## config.mk

```make
export PLATFORM = sky130hd
export DESIGN_NAME = block_table_quantizer
export DESIGN_NICKNAME = d
export VERILOG_FILES = /design/src/sv/btq_pkg.sv /design/src/sv/btq_ram.sv /design/src/sv/btq_div.sv /design/src/sv/block_table_quantizer.sv
export SDC_FILE = /design/constraint.sdc
export NUM_CORES = 1
export LEC_CHECK = 0
export BUFFER_PORTS_ARGS = -buffer_cell sky130_fd_sc_hd__buf_4
export CORE_MARGIN = 3
export CORE_UTILIZATION = 35
export CTS_CLUSTER_SIZE = 28
export DETAILED_ROUTE_END_ITERATION = 12
export SLEW_MARGIN = 20
export SYNTH_ARGS = -nofsm -noshare
export SYNTH_HDL_FRONTEND = slang
export SYNTH_SLANG_ARGS = --single-unit
```

## constraint.sdc

```tcl
create_clock -name i_clk -period 8.6 [get_ports i_clk]
set_clock_uncertainty 0.15 [all_clocks]
set_input_delay 1.72 -clock i_clk [delete_from_list [all_inputs] [get_ports i_clk]]
set_output_delay 1.72 -clock i_clk [all_outputs]
set_load 0.01 [all_outputs]
```

## src/sv/btq_pkg.sv

```systemverilog
`timescale 1ns / 1ps
// Package for the block table quantizer: payload structs, codes, the reset
// divisor table and shared constants. Used by the divider and the top module.
package btq_pkg;

    // Default line limit in 8-pixel blocks
    localparam int DEF_MAX_LINE_BLOCKS = 512;
    // Frame height limit in 8-line blocks (fixed)
    localparam int MAX_FRAME_BLOCKS    = 512;
    localparam int ROW_W               = 12;
    localparam int CFG_W               = 10;
    localparam int CFG_IDX_W           = 1;

    localparam int TBL_DEPTH           = 64;
    localparam int TBL_AW              = 6;
    localparam int Q_W                 = 8;
    localparam int PIX_W               = 8;
    localparam int DVD_W               = 9;
    localparam int DIV_STEPS           = DVD_W;
    localparam int DIV_CNT_W           = 4;

    // Input action codes
    localparam logic ACT_PIXEL = 1'b0;
    localparam logic ACT_LOAD  = 1'b1;

    // Register indexes
    localparam logic [CFG_IDX_W-1:0] REG_WIDTH  = 1'b0;
    localparam logic [CFG_IDX_W-1:0] REG_HEIGHT = 1'b1;

    typedef struct packed {
        logic             action;
        logic [PIX_W-1:0] pixel;
        logic [5:0]       entry_index;
        logic [7:0]       entry_value;
    } t_in_item;

    typedef struct packed {
        logic [7:0] quantized;
        logic       end_of_line;
        logic       end_of_frame;
    } t_out_item;

    // Divider status toward the sequencer
    typedef struct packed {
        logic busy;
        logic done;
    } t_div_status;

    // Standard luminance table, row-major
    localparam logic [Q_W-1:0] LUMA_TABLE [TBL_DEPTH] = '{
        8'd16, 8'd11, 8'd10, 8'd16, 8'd24, 8'd40, 8'd51, 8'd61,
        8'd12, 8'd12, 8'd14, 8'd19, 8'd26, 8'd58, 8'd60, 8'd55,
        8'd14, 8'd13, 8'd16, 8'd24, 8'd40, 8'd57, 8'd69, 8'd56,
        8'd14, 8'd17, 8'd22, 8'd29, 8'd51, 8'd87, 8'd80, 8'd62,
        8'd18, 8'd22, 8'd37, 8'd56, 8'd68, 8'd109, 8'd103, 8'd77,
        8'd24, 8'd35, 8'd55, 8'd64, 8'd81, 8'd104, 8'd113, 8'd92,
        8'd49, 8'd64, 8'd78, 8'd87, 8'd103, 8'd121, 8'd120, 8'd101,
        8'd72, 8'd92, 8'd95, 8'd98, 8'd112, 8'd100, 8'd103, 8'd99
    };

endpackage

```

## src/sv/btq_ram.sv

```systemverilog
`timescale 1ns / 1ps
// Generic single-write, single-read RAM with registered read data.
// No dependencies.
module btq_ram #(
    parameter int WIDTH = 8,
    parameter int DEPTH = 64
) (
    input  logic                     i_clk,
    input  logic                     i_we,
    input  logic [$clog2(DEPTH)-1:0] i_waddr,
    input  logic [WIDTH-1:0]         i_wdata,
    input  logic [$clog2(DEPTH)-1:0] i_raddr,
    output logic [WIDTH-1:0]         o_rdata
);

    logic [WIDTH-1:0] r_mem [DEPTH];
    logic [WIDTH-1:0] r_rdata;

    always_ff @(posedge i_clk) begin
        if (i_we) begin
            r_mem[i_waddr] <= i_wdata;
        end
        r_rdata <= r_mem[i_raddr];
    end

    assign o_rdata = r_rdata;

endmodule

```

## src/sv/btq_div.sv

```systemverilog
`timescale 1ns / 1ps
// Bit-serial restoring divider: one quotient bit per cycle, 9-bit dividend,
// 8-bit divisor. Depends on btq_pkg.
module btq_div import btq_pkg::*; (
    input  logic             i_clk,
    input  logic             i_rst_n,
    input  logic             i_start,
    input  logic [DVD_W-1:0] i_dividend,
    input  logic [Q_W-1:0]   i_divisor,
    output t_div_status      o_status,
    output logic [Q_W-1:0]   o_quotient
);

    logic [DVD_W-1:0]     r_dvd;   // dividend bits out, quotient bits in
    logic [Q_W-1:0]       r_rem;
    logic [Q_W-1:0]       r_q;
    logic [DIV_CNT_W-1:0] r_cnt;
    logic                 r_busy;
    logic                 r_done;

    logic [DVD_W-1:0]     trial;
    logic                 ge;
    logic [DVD_W-1:0]     diff;

    // One restoring step
    always_comb begin
        trial = {r_rem, r_dvd[DVD_W-1]};
        ge    = trial >= {1'b0, r_q};
        diff  = trial - {1'b0, r_q};
    end

    // Control
    always_ff @(posedge i_clk) begin
        if (!i_rst_n) begin
            r_busy <= 1'b0;
            r_done <= 1'b0;
            r_cnt  <= '0;
        end else begin
            r_done <= 1'b0;
            if (i_start) begin
                r_busy <= 1'b1;
                r_cnt  <= '0;
            end else if (r_busy) begin
                r_cnt <= r_cnt + 1'b1;
                if (r_cnt == DIV_CNT_W'(DIV_STEPS - 1)) begin
                    r_busy <= 1'b0;
                    r_done <= 1'b1;
                end
            end
        end
    end

    // Datapath shift registers
    always_ff @(posedge i_clk) begin
        if (i_start) begin
            r_dvd <= i_dividend;
            r_rem <= '0;
            r_q   <= i_divisor;
        end else if (r_busy) begin
            r_dvd <= {r_dvd[DVD_W-2:0], ge};
            // remainder stays below the divisor, so 8 bits hold it
            r_rem <= ge ? diff[Q_W-1:0] : trial[Q_W-1:0];
        end
    end

    assign o_status.busy = r_busy;
    assign o_status.done = r_done;
    // quotient never exceeds 255
    assign o_quotient    = r_dvd[Q_W-1:0];

endmodule

```

## src/sv/block_table_quantizer.sv

```systemverilog
`timescale 1ns / 1ps
// Block table quantizer: per-pixel divide by an 8x8 table entry, rounded half up.
// Each pixel passes through table read, bit-serial divide, done handoff and
// output load. The next transfer is taken only after the result is loaded
// into the output register, so a new pixel waits for the last; stalls delay it.
// Table loads give no result and do not leave the idle state.
// Reset (synchronous, active low) restores the luminance table through per-entry
// valid bits, zeroes column and row, and sets both geometry registers to 32.
module block_table_quantizer import btq_pkg::*; #(
    parameter int MAX_LINE_BLOCKS = DEF_MAX_LINE_BLOCKS
) (
    input  logic                 i_clk,
    input  logic                 i_rst_n,
    input  logic                 i_in_valid,
    output logic                 o_in_ready,
    input  t_in_item             i_in_data,
    output logic                 o_out_valid,
    input  logic                 i_out_ready,
    output t_out_item            o_out_data,
    input  logic                 i_cfg_we,
    input  logic [CFG_IDX_W-1:0] i_cfg_index,
    input  logic [CFG_W-1:0]     i_cfg_data
);

    localparam int COL_W = $clog2(MAX_LINE_BLOCKS * 8);
    localparam int MLB_W = $clog2(MAX_LINE_BLOCKS + 1);
    localparam int BLK_W = (MLB_W > CFG_W) ? MLB_W : CFG_W;

    typedef enum logic [3:0] {
        S_IDLE  = 4'b0001,
        S_FETCH = 4'b0010,
        S_DIV   = 4'b0100,
        S_DONE  = 4'b1000
    } t_state;

    t_state               r_state, n_state;
    logic [CFG_W-1:0]     r_width, r_height;
    logic [COL_W-1:0]     r_col;
    logic [ROW_W-1:0]     r_row;
    logic [TBL_DEPTH-1:0] r_tbl_vld;
    logic [TBL_AW-1:0]    r_entry;
    logic [PIX_W-1:0]     r_pix;
    logic                 r_eol, r_eof;
    logic                 r_out_valid;
    t_out_item            r_out;

    logic                 in_fire;
    logic                 pix_fire;
    logic                 load_fire;
    logic [BLK_W-1:0]     w_ext, w_m1;
    logic [CFG_W-1:0]     h_m1;
    logic [COL_W-1:0]     line_last;
    logic [ROW_W-1:0]     frame_last;
    logic                 eol, eof;
    logic                 ram_we;
    logic [TBL_AW-1:0]    ram_raddr;
    logic [Q_W-1:0]       ram_rdata;
    logic [Q_W-1:0]       q;
    logic [DVD_W-1:0]     dividend;
    logic                 div_start;
    t_div_status          div_stat;
    logic [Q_W-1:0]       div_quot;
    logic                 out_free;

    assign o_in_ready = (r_state == S_IDLE);
    assign in_fire    = i_in_valid && o_in_ready;
    assign pix_fire   = in_fire && (i_in_data.action == ACT_PIXEL);
    assign load_fire  = in_fire && (i_in_data.action == ACT_LOAD);
    assign ram_we     = load_fire && (i_in_data.entry_value != '0);

    // Geometry: zero means one block, clamp to limits, last position = 8*n-1
    always_comb begin
        w_ext = BLK_W'(r_width);
        if (r_width == '0) begin
            w_m1 = '0;
        end else if (w_ext > BLK_W'(MAX_LINE_BLOCKS)) begin
            w_m1 = BLK_W'(MAX_LINE_BLOCKS - 1);
        end else begin
            w_m1 = w_ext - 1'b1;
        end
        if (r_height == '0) begin
            h_m1 = '0;
        end else if (r_height > CFG_W'(MAX_FRAME_BLOCKS)) begin
            h_m1 = CFG_W'(MAX_FRAME_BLOCKS - 1);
        end else begin
            h_m1 = r_height - 1'b1;
        end
        line_last  = {w_m1[COL_W-4:0], 3'b111};
        frame_last = {h_m1[ROW_W-4:0], 3'b111};
        eol        = r_col >= line_last;
        eof        = eol && (r_row >= frame_last);
    end

    // Configuration registers
    always_ff @(posedge i_clk) begin
        if (!i_rst_n) begin
            r_width  <= CFG_W'(32);
            r_height <= CFG_W'(32);
        end else if (i_cfg_we) begin
            unique case (i_cfg_index)
                REG_WIDTH:  r_width  <= i_cfg_data;
                REG_HEIGHT: r_height <= i_cfg_data;
                default: ;
            endcase
        end
    end

    // Position counters and table valid bits
    always_ff @(posedge i_clk) begin
        if (!i_rst_n) begin
            r_col     <= '0;
            r_row     <= '0;
            r_tbl_vld <= '0;
        end else begin
            if (pix_fire) begin
                if (eol) begin
                    r_col <= '0;
                    r_row <= eof ? '0 : r_row + 1'b1;
                end else begin
                    r_col <= r_col + 1'b1;
                end
            end
            if (ram_we) begin
                r_tbl_vld[i_in_data.entry_index] <= 1'b1;
            end
        end
    end

    // Pixel context captured at transfer
    always_ff @(posedge i_clk) begin
        if (pix_fire) begin
            r_entry <= ram_raddr;
            r_pix   <= i_in_data.pixel;
            r_eol   <= eol;
            r_eof   <= eof;
        end
    end

    // Divisor table storage; unwritten entries read as the luminance table
    assign ram_raddr = {r_row[2:0], r_col[2:0]};

    btq_ram #(
        .WIDTH (Q_W),
        .DEPTH (TBL_DEPTH)
    ) u_table (
        .i_clk   (i_clk),
        .i_we    (ram_we),
        .i_waddr (i_in_data.entry_index),
        .i_wdata (i_in_data.entry_value),
        .i_raddr (ram_raddr),
        .o_rdata (ram_rdata)
    );

    // Rounded dividend: pixel + q/2
    always_comb begin
        q         = r_tbl_vld[r_entry] ? ram_rdata : LUMA_TABLE[r_entry];
        dividend  = {1'b0, r_pix} + {2'b00, q[Q_W-1:1]};
        div_start = (r_state == S_FETCH);
    end

    btq_div u_div (
        .i_clk      (i_clk),
        .i_rst_n    (i_rst_n),
        .i_start    (div_start),
        .i_dividend (dividend),
        .i_divisor  (q),
        .o_status   (div_stat),
        .o_quotient (div_quot)
    );

    assign out_free = !r_out_valid || i_out_ready;

    // Sequencer
    always_comb begin
        n_state = r_state;
        unique case (r_state)
            S_IDLE:  if (pix_fire) n_state = S_FETCH;
            S_FETCH: n_state = S_DIV;
            S_DIV:   if (div_stat.done) n_state = S_DONE;
            S_DONE:  if (out_free) n_state = S_IDLE;
            default: n_state = S_IDLE;
        endcase
    end

    always_ff @(posedge i_clk) begin
        if (!i_rst_n) begin
            r_state <= S_IDLE;
        end else begin
            r_state <= n_state;
        end
    end

    // Output register
    always_ff @(posedge i_clk) begin
        if (!i_rst_n) begin
            r_out_valid <= 1'b0;
        end else if (r_state == S_DONE && out_free) begin
            r_out_valid <= 1'b1;
        end else if (i_out_ready) begin
            r_out_valid <= 1'b0;
        end
    end

    always_ff @(posedge i_clk) begin
        if (r_state == S_DONE && out_free) begin
            r_out.quantized    <= div_quot;
            r_out.end_of_line  <= r_eol;
            r_out.end_of_frame <= r_eof;
        end
    end

    assign o_out_valid = r_out_valid;
    assign o_out_data  = r_out;

    // Checks
    a_pix_blocks_input: assert property (@(posedge i_clk) disable iff (!i_rst_n)
        pix_fire |=> !o_in_ready)
        else $error("input accepted while pixel in flight");

    a_div_done_state: assert property (@(posedge i_clk) disable iff (!i_rst_n)
        div_stat.done |-> (r_state == S_DIV))
        else $error("divider finished outside divide state");

    a_no_zero_divisor: assert property (@(posedge i_clk) disable iff (!i_rst_n)
        (r_state == S_FETCH) |-> (q != '0))
        else $error("zero divisor reached the divider");

    a_result_waits: assert property (@(posedge i_clk) disable iff (!i_rst_n)
        (r_state == S_DONE && o_out_valid && !i_out_ready) |=>
        (r_state == S_DONE && o_out_valid))
        else $error("result overwrote a pending output");

endmodule
```

==> flow_summary.json, run 1 <==
{
  "fp.dieW_um": 293,
  "antenna_left": 0,
  "comb_power_share_pct": 8.4,
  "synth-async-reset-ratio_pct": 0,
  "total_power_mw": 7.37,
  "finalSetupViolations": 0,
  "synth_top_cell_area_share_pct": 58.0,
  "drive_gt1_share_pct": 20.4,
  "p_seq_share_pct": 50.2,
  "syn_to_final_growth_pct": 13.8,
  "hpwl_mm": 40.5,
  "synth-seq-cells": 690,
  "grt_remaining_overflow": 0,
  "intPower_mw": 5.68,
  "max_freq_mhz": 215,
  "cp_max_fo": 19,
  "vias_per_cell": 5.29,
  "drv_cap": 0,
  "fillers": 7351,
  "grt_setup_unrepaired": "no",
  "slowest_delay_ns": 0.96,
  "r2r-start": "r_entry[0]$_DFFE_PP_",
  "hold_class": "reg2reg",
  "cts_made_buffers": 71,
  "place_congestion": 0.803,
  "yosys.cell_types.count": 66,
  "ys.flop_type": "edfxtp_1",
  "io_pins": 51,
  "synth-compound-area-share_pct": 5.98,
  "totalWireLength_mm": 66.1,
  "vias": 15700,
  "cts_tree": "built",
  "synth.cell_area_um2": 28700,
  "coreArea_um2": 80900,
  "min_period_over_period_pct": 54.2,
  "cts_resized": 0,
  "critPathBufInv": 3,
  "synth.net_count": 1865,
  "htree_levels": 3,
  "antennaDiodeCount": 0,
  "synth_fa_ha_area_share_pct": 2.18,
  "grtUsageTotal_pct": 15.4,
  "total_leakage_power_nw": 10.6,
  "worstSkewPairLatency_ns": 0.62,
  "dieHeight_um": 293,
  "slew_viol_final": 0,
  "outcome": "finished clean",
  "grt_max_degree": 101,
  "dp.cells": 2829,
  "initial_core_util_pct": 35.5,
  "yosysMostFrequentCell": "edfxtp_1",
  "hold_path_depth": 0,
  "syn_inst": 1778,
  "cts_setup_buffers": 0,
  "clockBufferDepth": 3,
  "cts_root_buf": "clkbuf_16",
  "syn_avg_cell_area_um2": 16.2,
  "drt_first_iter_violations": 1500,
  "ir_drop_mv": 0.192,
  "path_class": "reg2reg",
  "clkSinkCount": 690,
  "setup_tns_ns": 0,
  "synth.top_cells.by_count": "555 x edfxtp_1, 169 x mux4_2, 135 x dfxtp_1",
  "worst_setup_path_end_kind": "flop",
  "power_density_nw_per_um2": 225,
  "cts_hold_buf": 0,
  "worst-slew-pin-transition_ns": 1.14,
  "min_period_ns": 4.66,
  "synth_mux_area_share_pct": 15.0,
  "power.net_switching_mw": 1.69,
  "crit_chain": "inv_1, ha_1, nor2_1, nor3_1, a21oi_1, o21ai_0, mux2i_1, mux2i_1, ha_1, inv_1, fa_1, inv_1, a21oi_1, o21bai_1, a21o_1, a21o_1, a21oi_1, o31ai_1",
  "nets": 1929,
  "final_cells": 2959,
  "r2r_end": "u_div.r_dvd[8]$_DFFE_PP_",
  "seq_area_frac_synth_pct": 67.4,
  "cp_top_family": "compound AO/OA/AOI/OAI gates",
  "drc_errors": 0,
  "synth_top_family_by_area": "multiplexers",
  "crit_arrival_ns": 4.93,
  "min_to": "o_out_data[0]$_DFFE_PP_",
  "required_ns": 8.87,
  "drt_first_pass_iters": 5,
  "ys.warnings.count": 0,
  "reg2regPathDepth": 18,
  "hold_start": "r_eof$_DFFE_PP_",
  "hold_viol_final": 0,
  "dieArea_um2": 85600,
  "rrSetupSlack_ns": 3.94,
  "synth-simple-area-share_pct": 6.42,
  "pwr-share-clk_pct": 41.3,
  "critPathLaunchType": "flop",
  "sw_frac_of_total_pct": 22.9,
  "synth.area.top_cells": "edfxtp_1 58%, mux4_2 13%, dfxtp_1 9.4%",
  "portBuffers": 50,
  "antenna_found_initial": 0,
  "crit_slowest_cell": "edfxtp_1",
  "synth_edf_count": 555,
  "max-slew-margin-rel_pct": 24.1,
  "grt_pass1_vias": 16000,
  "synth_xor_xnor_area_share_pct": 1.22,
  "core.rowCount": 104,
  "clkSlewWorstSetupHoldPaths_ns": 0.06,
  "yosysTopAreaCell": "edfxtp_1",
  "grt_pass1_wl_mm": 99.8,
  "wire_per_inst_um": 22.3
}
## logic make-up after synthesis
logic type	after synthesis
DFF	690
muxes	218
adders and majority gates	49
xor gates and xnor gates	40
and+or+nand+nor	393
buffers and inverters	129
AOI/OAI and AO/OA	259
## how the worst max path moves through the flow
stage | from | endpoint | cells after the start
floorplan | r_entry[0]$_DFFE_PP_ | u_div.r_dvd[6]$_DFFE_PP_ | 21
global placement | i_in_data[7] | u_table.r_mem[55][2]$_DFFE_PP_ | 5
detailed placement | i_in_data[7] | u_table.r_mem[55][3]$_DFFE_PP_ | 5
CTS | r_entry[0]$_DFFE_PP_ | u_div.r_dvd[8]$_DFFE_PP_ | 18
global route | r_entry[0]$_DFFE_PP_ | u_div.r_dvd[6]$_DFFE_PP_ | 18
finish | r_entry[0]$_DFFE_PP_ | u_div.r_dvd[8]$_DFFE_PP_ | 18
## cells in the final DEF, fill, tap and decap left out, types with 5 or more instances in the layout
cell type / count
edfxtp_1: 555
mux4_2: 169
dfxtp_1: 131
nand2_1: 127
nor2_1: 115
buf_4: 85
clkbuf_16: 72
o21a_1: 69
a21oi_1: 51
o21ai_0: 46
ha_1: 46
mux2i_1: 44
inv_1: 31
nand3_1: 27
nor3_1: 22
xor2_1: 22
a21boi_0: 22
a22oi_1: 18
xnor2_1: 18
nor2b_1: 17
clkinv_1: 16
nand4_1: 14
clkbuf_1: 13
nand2b_1: 9
or3_1: 9
clkinv_2: 9
a211oi_1: 8
a31oi_1: 8
a21o_1: 8
nand3b_1: 8
clkbuf_8: 8
nor4_1: 7
and2_1: 7
mux2_2: 5
nor2_2: 5
## registers in the layout (all words and copies together) (netlist names), 4 cells and up
signal	count
r_entry	6
r_row	12
r_col	12
u_div.r_cnt	4
r_state	4
u_table.r_mem	512
r_width	10
u_table.o_rdata	8
r_height	10
u_div.r_dvd	9
u_div.r_q	8
r_pix	8
u_div.r_rem	8
r_tbl_vld	64
o_out_data	10
## final cells by class
cell class                      instances  area [um^2]  area share (%)
Clock buffer                           93         1960            5.99
Tap cell                             1060         1330            4.05
Inverter                               34          128           0.390
Sequential cell                       690        19400            59.2
Clock inverter                         37          388            1.19
Multi-Input combinational cell        959         8880            27.1
Timing Repair Buffer                   86          658            2.01
## power groups by stage
stage / clock [mW] / sequential, mW / combinational [mW]
2_1_floorplan: 0 / 3.74 / 0.469
3_3_place_gp: 0 / 3.77 / 0.610
3_5_place_dp: 0 / 3.77 / 0.624
4_1_cts: 3.11 / 3.70 / 0.627
5_1_grt: 3.26 / 3.71 / 0.688
6_report: 3.05 / 3.70 / 0.622
## layer usage
layer  wire length, um  up-vias  global-route usage [%]  part of all wire, %
met5                 0        -                       0                    0
met1             29100     8070                    21.1                   44
met2             32000      455                    25.4                   48
met4              1350        0                    3.80                  2.0
li1                  -     7055                       -                    -
met3              3610       80                    2.91                  5.5
## stage by stage
stage	hold slack, ns	instance area (um^2)	utilization, %	setup WS [ns]
3_3_place_gp	0.265	30300	37.5	3.68
6_report	0.292	32700	40.4	3.94
4_1_cts	0.297	32700	40.4	3.99
3_5_place_dp	0.283	30300	37.5	3.61
2_1_floorplan	0.250	28700	-	4.66
5_1_grt	0.299	32700	40.4	3.49
No activity file was read; power rests on OpenSTA's default activity.
==> run 2, diff against run 1 <==
==> constraint.sdc (replaced) <==
create_clock -name i_clk -period 4.3 [get_ports i_clk]
set_clock_uncertainty 0.15 [all_clocks]
set_input_delay 0.86 -clock i_clk [delete_from_list [all_inputs] [get_ports i_clk]]
set_output_delay 0.86 -clock i_clk [all_outputs]
set_load 0.01 [all_outputs]
==> run 2 against run 1 <==
Critical endpoint is now u_div.r_dvd[6]$_DFFE_PP_; core utilization up 0.46 points; design area rose by 1.1%; combinational power increased by 110%; sequential cell count did not move; global-route usage is 0.38 points higher; setup slack lost 3.7 ns; wire length increased by 1.6%; critical path depth is 2 higher; first-iteration DRC count shrank 7.9%; cell count is 1.6% higher.
==> flow_summary.json, run 2 (synthesis gave the netlist of run 1 again) <==
{
  "outcome": "finished clean",
  "rrSetupSlack_ns": 0.29,
  "regMostFlops": "u_table.r_mem",
  "worstSkewPairLatency_ns": 0.62,
  "crit_slowest_cell": "edfxtp_1",
  "final_common_cell": "edfxtp_1",
  "final_area_um2": 33100,
  "core.rowCount": 104,
  "min_to": "o_out_data[1]$_DFFE_PP_",
  "drc_errors": 0,
  "antennaDiodeCount": 0,
  "nets": 1975,
  "power_density_nw_per_um2": 446,
  "coreArea_um2": 80900,
  "max_freq_mhz": 249,
  "grtUsageTotal_pct": 15.8,
  "hold_start": "r_eol$_DFFE_PP_",
  "syn_to_final_growth_pct": 15.1,
  "grt_pass1_vias": 16200,
  "wire_per_inst_um": 22.3,
  "whs_ns": 0.270,
  "hold_class": "reg2reg",
  "fp.dieW_um": 293,
  "vias_per_cell": 5.27,
  "slew_viol_final": 0,
  "drive_gt1_share_pct": 22.5,
  "total_leakage_power_nw": 10.8,
  "critPathLaunchType": "flop",
  "hold_path_depth": 0,
  "grt_pass1_wl_mm": 102,
  "clockBufferDepth": 3,
  "clkSinkCount": 690,
  "path_class": "reg2reg",
  "critPathBufInv": 4,
  "grt_remaining_overflow": 0,
  "fillers": 7300,
  "max-slew-margin-rel_pct": 22.9,
  "final_cells": 3005,
  "cp_max_fo": 9,
  "ir_drop_mv": 0.241,
  "clkSlewWorstSetupHoldPaths_ns": 0.06,
  "cts_made_buffers": 71,
  "pwr-share-clk_pct": 41.0,
  "required_ns": 4.49,
  "crit_chain": "buf_4, inv_1, ha_1, nor2b_1, nor3_1, a21oi_1, nor2_1, a21oi_1, mux2i_1, mux2i_2, ha_1, inv_1, fa_1, inv_1, a21oi_1, o21bai_1, a21o_1, a21o_1, xnor2_1, o21ai_0",
  "cts_root_buf": "clkbuf_16",
  "cts_tree": "built",
  "initial_core_util_pct": 35.5,
  "hold_viol_final": 0,
  "cp_top_family": "compound AO/OA/AOI/OAI gates",
  "r2r_end": "u_div.r_dvd[6]$_DFFE_PP_",
  "slowest_delay_ns": 0.46,
  "min_period_ns": 4.01,
  "worst-slew-pin-transition_ns": 1.15,
  "intPower_mw": 11.4,
  "p_seq_share_pct": 50.1,
  "drt_first_pass_iters": 5,
  "io_pins": 51,
  "place_congestion": 0.842,
  "layout_common_cells": "555 x edfxtp_1, 169 x mux4_2, 131 x dfxtp_1",
  "sw_frac_of_total_pct": 22.9,
  "grt_setup_unrepaired": "no",
  "hpwl_mm": 42.9,
  "htree_levels": 3,
  "postPlaceCellArea_um2": 30700,
  "comb_power_share_pct": 9.0,
  "dp.cells": 2874,
  "multiInputGateArea_um2": 8910,
  "antenna_left": 0,
  "totalWireLength_mm": 67.1,
  "dieHeight_um": 293,
  "worst_setup_path_end_kind": "flop",
  "drt_first_iter_violations": 1381,
  "antenna_found_initial": 2,
  "r2r-start": "r_entry[1]$_DFFE_PP_",
  "min_period_over_period_pct": 93.4,
  "grt_max_degree": 67,
  "power.net_switching_mw": 3.38,
  "regArea_um2": 19400,
  "reg2regPathDepth": 20,
  "largest_reg_flops": 512,
  "setup_tns_ns": 0,
  "finalSetupViolations": 0,
  "reg.largest.list": "u_table.r_mem (512), r_tbl_vld (64)",
  "cts_hold_buf": 0,
  "drv_cap": 0,
  "vias": 15800,
  "total_power_mw": 14.8,
  "portBuffers": 50,
  "dieArea_um2": 85600,
  "crit_arrival_ns": 4.20
}
[run 2: changes by cell type in the layout (fill, tap and decap cells not counted), sizes merged]
cell	previous run	this run
buf	86	132
clkinvlp	2	0
clkinv	30	32
[run 2: layout make-up]
cell class | instances | area share [%]
Tap cell | 1060 | 4.01
Sequential cell | 690 | 58.6
Timing Repair Buffer | 132 | 3.15
Multi-Input combinational cell | 959 | 26.9
Inverter | 34 | 0.386
Clock buffer | 93 | 5.91
Clock inverter | 37 | 1.05
[run 2: worst max path at each step]
| stage | slack [ns] | from | cells after the start | end |
|---|---|---|---|---|
| 2_1_floorplan | 0.36 | r_entry[0]$_DFFE_PP_ | 21 | u_div.r_dvd[6]$_DFFE_PP_ |
| 3_3_place_gp | 0.23 | r_entry[1]$_DFFE_PP_ | 18 | u_div.r_dvd[6]$_DFFE_PP_ |
| 3_5_place_dp | 0.16 | r_entry[1]$_DFFE_PP_ | 18 | u_div.r_dvd[8]$_DFFE_PP_ |
| 4_1_cts | 0.13 | r_entry[1]$_DFFE_PP_ | 18 | u_div.r_dvd[6]$_DFFE_PP_ |
| 5_1_grt | 0.01 | r_entry[3]$_DFFE_PP_ | 18 | u_div.r_dvd[8]$_DFFE_PP_ |
| 6_report | 0.29 | r_entry[1]$_DFFE_PP_ | 20 | u_div.r_dvd[6]$_DFFE_PP_ |
[run 2: power by group through the flow]
| stage | Combinational [mW] | Clock (mW) | Sequential [mW] |
|---|---|---|---|
| after global routing | 1.47 | 6.46 | 7.39 |
| after CTS | 1.32 | 6.20 | 7.39 |
| after global placement | 1.29 | 0 | 7.53 |
| after floorplan | 0.938 | 0 | 7.48 |
| after detailed placement | 1.32 | 0 | 7.53 |
| final | 1.32 | 6.04 | 7.39 |
[run 2: per-layer routing]
layer / wire length, um / global-route usage [%] / part of all wire (%)
met1: 29800 / 21.9 / 44
met2: 31900 / 25.4 / 47
met3: 4250 / 3.50 / 6.3
met4: 1200 / 3.66 / 1.8
met5: 34 / 0 / 0.051
[run 2: worst reg2reg max path: cells and delay by family (launching register included)]
| kind | cells | cell delay, ns |
|---|---|---|
| muxes | 2 | 0.36 |
| and+or+nand+nor | 3 | 0.32 |
| AOI/OAI and AO/OA | 7 | 0.93 |
| buffers and inverters | 4 | 0.50 |
| DFF | 1 | 0.46 |
| adders and majority gates | 3 | 0.88 |
| xor gates and xnor gates | 1 | 0.12 |
[run 2: metrics by stage]
step                      setup slack, ns  util [%]
final                               0.286      40.9
after global routing               0.0134      40.9
after CTS                           0.126      40.8
after detailed placement            0.163      38.0
after global placement              0.233      38.0
after floorplan                     0.357         -
[run 2: repair_timing]
action,4_1_cts,5_1_grt
resized for setup,0,6
setup buffers,0,1
setup endpoints to repair,0,5
==> run 3, diff against run 2 <==
--- a/config.mk
+++ b/config.mk
@@ -6,10 +6,13 @@
 export NUM_CORES = 1
 export LEC_CHECK = 0
 export BUFFER_PORTS_ARGS = -buffer_cell sky130_fd_sc_hd__buf_4
+export CELL_PAD_IN_SITES_DETAIL_PLACEMENT = 1
+export CELL_PAD_IN_SITES_GLOBAL_PLACEMENT = 2
 export CORE_MARGIN = 3
 export CORE_UTILIZATION = 35
 export CTS_CLUSTER_SIZE = 28
 export DETAILED_ROUTE_END_ITERATION = 12
+export PLACE_DENSITY_LB_ADDON = 0.1
 export SLEW_MARGIN = 20
 export SYNTH_ARGS = -nofsm -noshare
 export SYNTH_HDL_FRONTEND = slang
==> run 3 against run 2 <==
Design area up 0.99%; fmax up 0.37%; largest cell class unchanged; register-to-register slack about the same; setup slack better by 0.015 ns; wire length up 14%; sequential power about the same; critical path type unchanged.
==> flow_summary.json, run 3 (synthesis gave the netlist of run 1 again) <==
{
  "outcome": "finished clean",
  "critPathLaunchType": "flop",
  "slew_viol_final": 0,
  "total_power_mw": 15.3,
  "largest_reg_flops": 512,
  "place_congestion": 0.801,
  "fp.dieW_um": 293,
  "coreArea_um2": 80900,
  "critPathBufInv": 2,
  "setup_ws_ns": 0.301,
  "initial_core_util_pct": 35.5,
  "antenna_left": 0,
  "vias_per_cell": 5.26,
  "ir_drop_mv": 0.294,
  "dieArea_um2": 85600,
  "hold_viol_final": 0,
  "drive_gt1_share_pct": 23.3,
  "clockBufferDepth": 3,
  "worstSkewPairLatency_ns": 0.63,
  "preCtsSetupSlack_ns": 0.128,
  "vias": 15900,
  "clkSinkCount": 690,
  "io_pins": 51,
  "final_core_util_pct": 41.3,
  "totalWireLength_mm": 76.6,
  "whs_ns": 0.274,
  "required_ns": 4.57,
  "nets": 1984,
  "cts_root_buf": "clkbuf_16",
  "grtUsageTotal_pct": 18.1,
  "max-slew-margin-rel_pct": 26.5,
  "slowest_delay_ns": 0.38,
  "crit_slowest_cell": "edfxtp_1",
  "layout_common_cells": "555 x edfxtp_1, 169 x mux4_2, 131 x dfxtp_1",
  "hold_class": "reg2reg",
  "worst-slew-pin-transition_ns": 1.10,
  "drt_first_iter_violations": 1122,
  "grt_pass1_vias": 16900,
  "finalSetupViolations": 0,
  "syn_to_final_growth_pct": 16.3,
  "grt_max_degree": 70,
  "cp_max_fo": 26,
  "min_period_over_period_pct": 93.0,
  "drt_first_pass_iters": 5,
  "min_period_ns": 4.00,
  "crit_arrival_ns": 4.27,
  "reg.largest.list": "u_table.r_mem (512), r_tbl_vld (64)",
  "grt_pass1_wl_mm": 114,
  "hpwl_mm": 49.6,
  "crit_chain": "buf_12, mux2i_1, nand2_1, a31oi_1, nor2_1, o211ai_2, buf_4, mux2i_1, mux2i_1, ha_1, a21o_1, a21oi_1, o21bai_1, nand3_1, a21boi_0, o21a_1, o31ai_1",
  "htree_levels": 3,
  "regMostFlops": "u_table.r_mem",
  "wire_per_inst_um": 25.3,
  "total_leakage_power_nw": 11.0,
  "clkSlewWorstSetupHoldPaths_ns": 0.06,
  "drv_cap": 0,
  "cp_top_family": "compound AO/OA/AOI/OAI gates",
  "antenna_found_initial": 3,
  "cts_tree": "built",
  "worst_setup_path_end_kind": "flop",
  "cts_made_buffers": 78,
  "grt_remaining_overflow": 0,
  "setup_tns_ns": 0,
  "dieHeight_um": 293,
  "portBuffers": 50,
  "core.rowCount": 104,
  "power_density_nw_per_um2": 457,
  "path_class": "reg2reg",
  "final_common_cell": "edfxtp_1",
  "drc_errors": 0,
  "cp_common_cell": "mux2i_1",
  "max_freq_mhz": 250
}
run 3: changes by cell type in the layout (fill, tap and decap cells not counted), moves of 5 or more:
cell       before  now
clkinv_1       13   18
clkbuf_16      74   82
nor2_2          7   14
nor2_1        113  106
run 3: cell type report:
cell class              count  area (um^2)
clock inverters            37          364
clock buffers             106         2180
multi-input cells         959         8930
diodes                      2         5.00
repair buffers            134         1110
flip-flops and latches    690        19400
inverters                  34          128
fillers                  7986        47500
well taps                1060         1330
run 3: report_power, final:
part	switching [mW]	internal, mW	total, mW
clock network	2.67	3.87	6.54
logic	0.758	0.603	1.36
registers	0.0863	7.30	7.39
total	3.51	11.8	15.3
run 3: worst paths after layout:
| check | from | to | slack, ns | cells past startpoint |
|---|---|---|---|---|
| hold reg to reg | r_eol$_DFFE_PP_ | o_out_data[1]$_DFFE_PP_ | 0.27 | 0 |
| setup reg to reg | r_entry[2]$_DFFE_PP_ | u_div.r_dvd[7]$_DFFE_PP_ | 0.30 | 17 |
| setup / recovery | r_entry[2]$_DFFE_PP_ | u_div.r_dvd[7]$_DFFE_PP_ | 0.30 | 17 |
| hold / removal | r_eol$_DFFE_PP_ | o_out_data[1]$_DFFE_PP_ | 0.27 | 0 |
run 3: metrics by stage:
step	std cells	instance area, um^2
after global placement	2873	30800
after CTS	3016	33300
after floorplan	1778	28700
after global routing	3020	33400
after detailed placement	2873	30800
final	3022	33400
run 3: per-layer routing:
metal,part of all wire [%],track usage [%]
met5,0.018,0
met4,2.4,4.98
met3,4.0,3.25
met2,48,29.4
met1,46,25.2
run 3: worst register-to-register path: stages (launching register included):
cell      delay [ns]
edfxtp_1        0.38
buf_12          0.23
mux2i_1         0.40
nand2_1         0.09
a31oi_1         0.19
nor2_1          0.08
o211ai_2        0.24
buf_4           0.21
mux2i_1         0.26
mux2i_1         0.14
ha_1            0.30
a21o_1          0.16
a21oi_1         0.21
o21bai_1        0.12
nand3_1         0.09
a21boi_0        0.12
o21a_1          0.20
o31ai_1         0.23
run 3: what timing repair did:
action,in CTS,in global routing
setup buffers,0,4
hold buffers,0,0
endpoints found under the setup margin,0,11
gates resized for setup,0,7
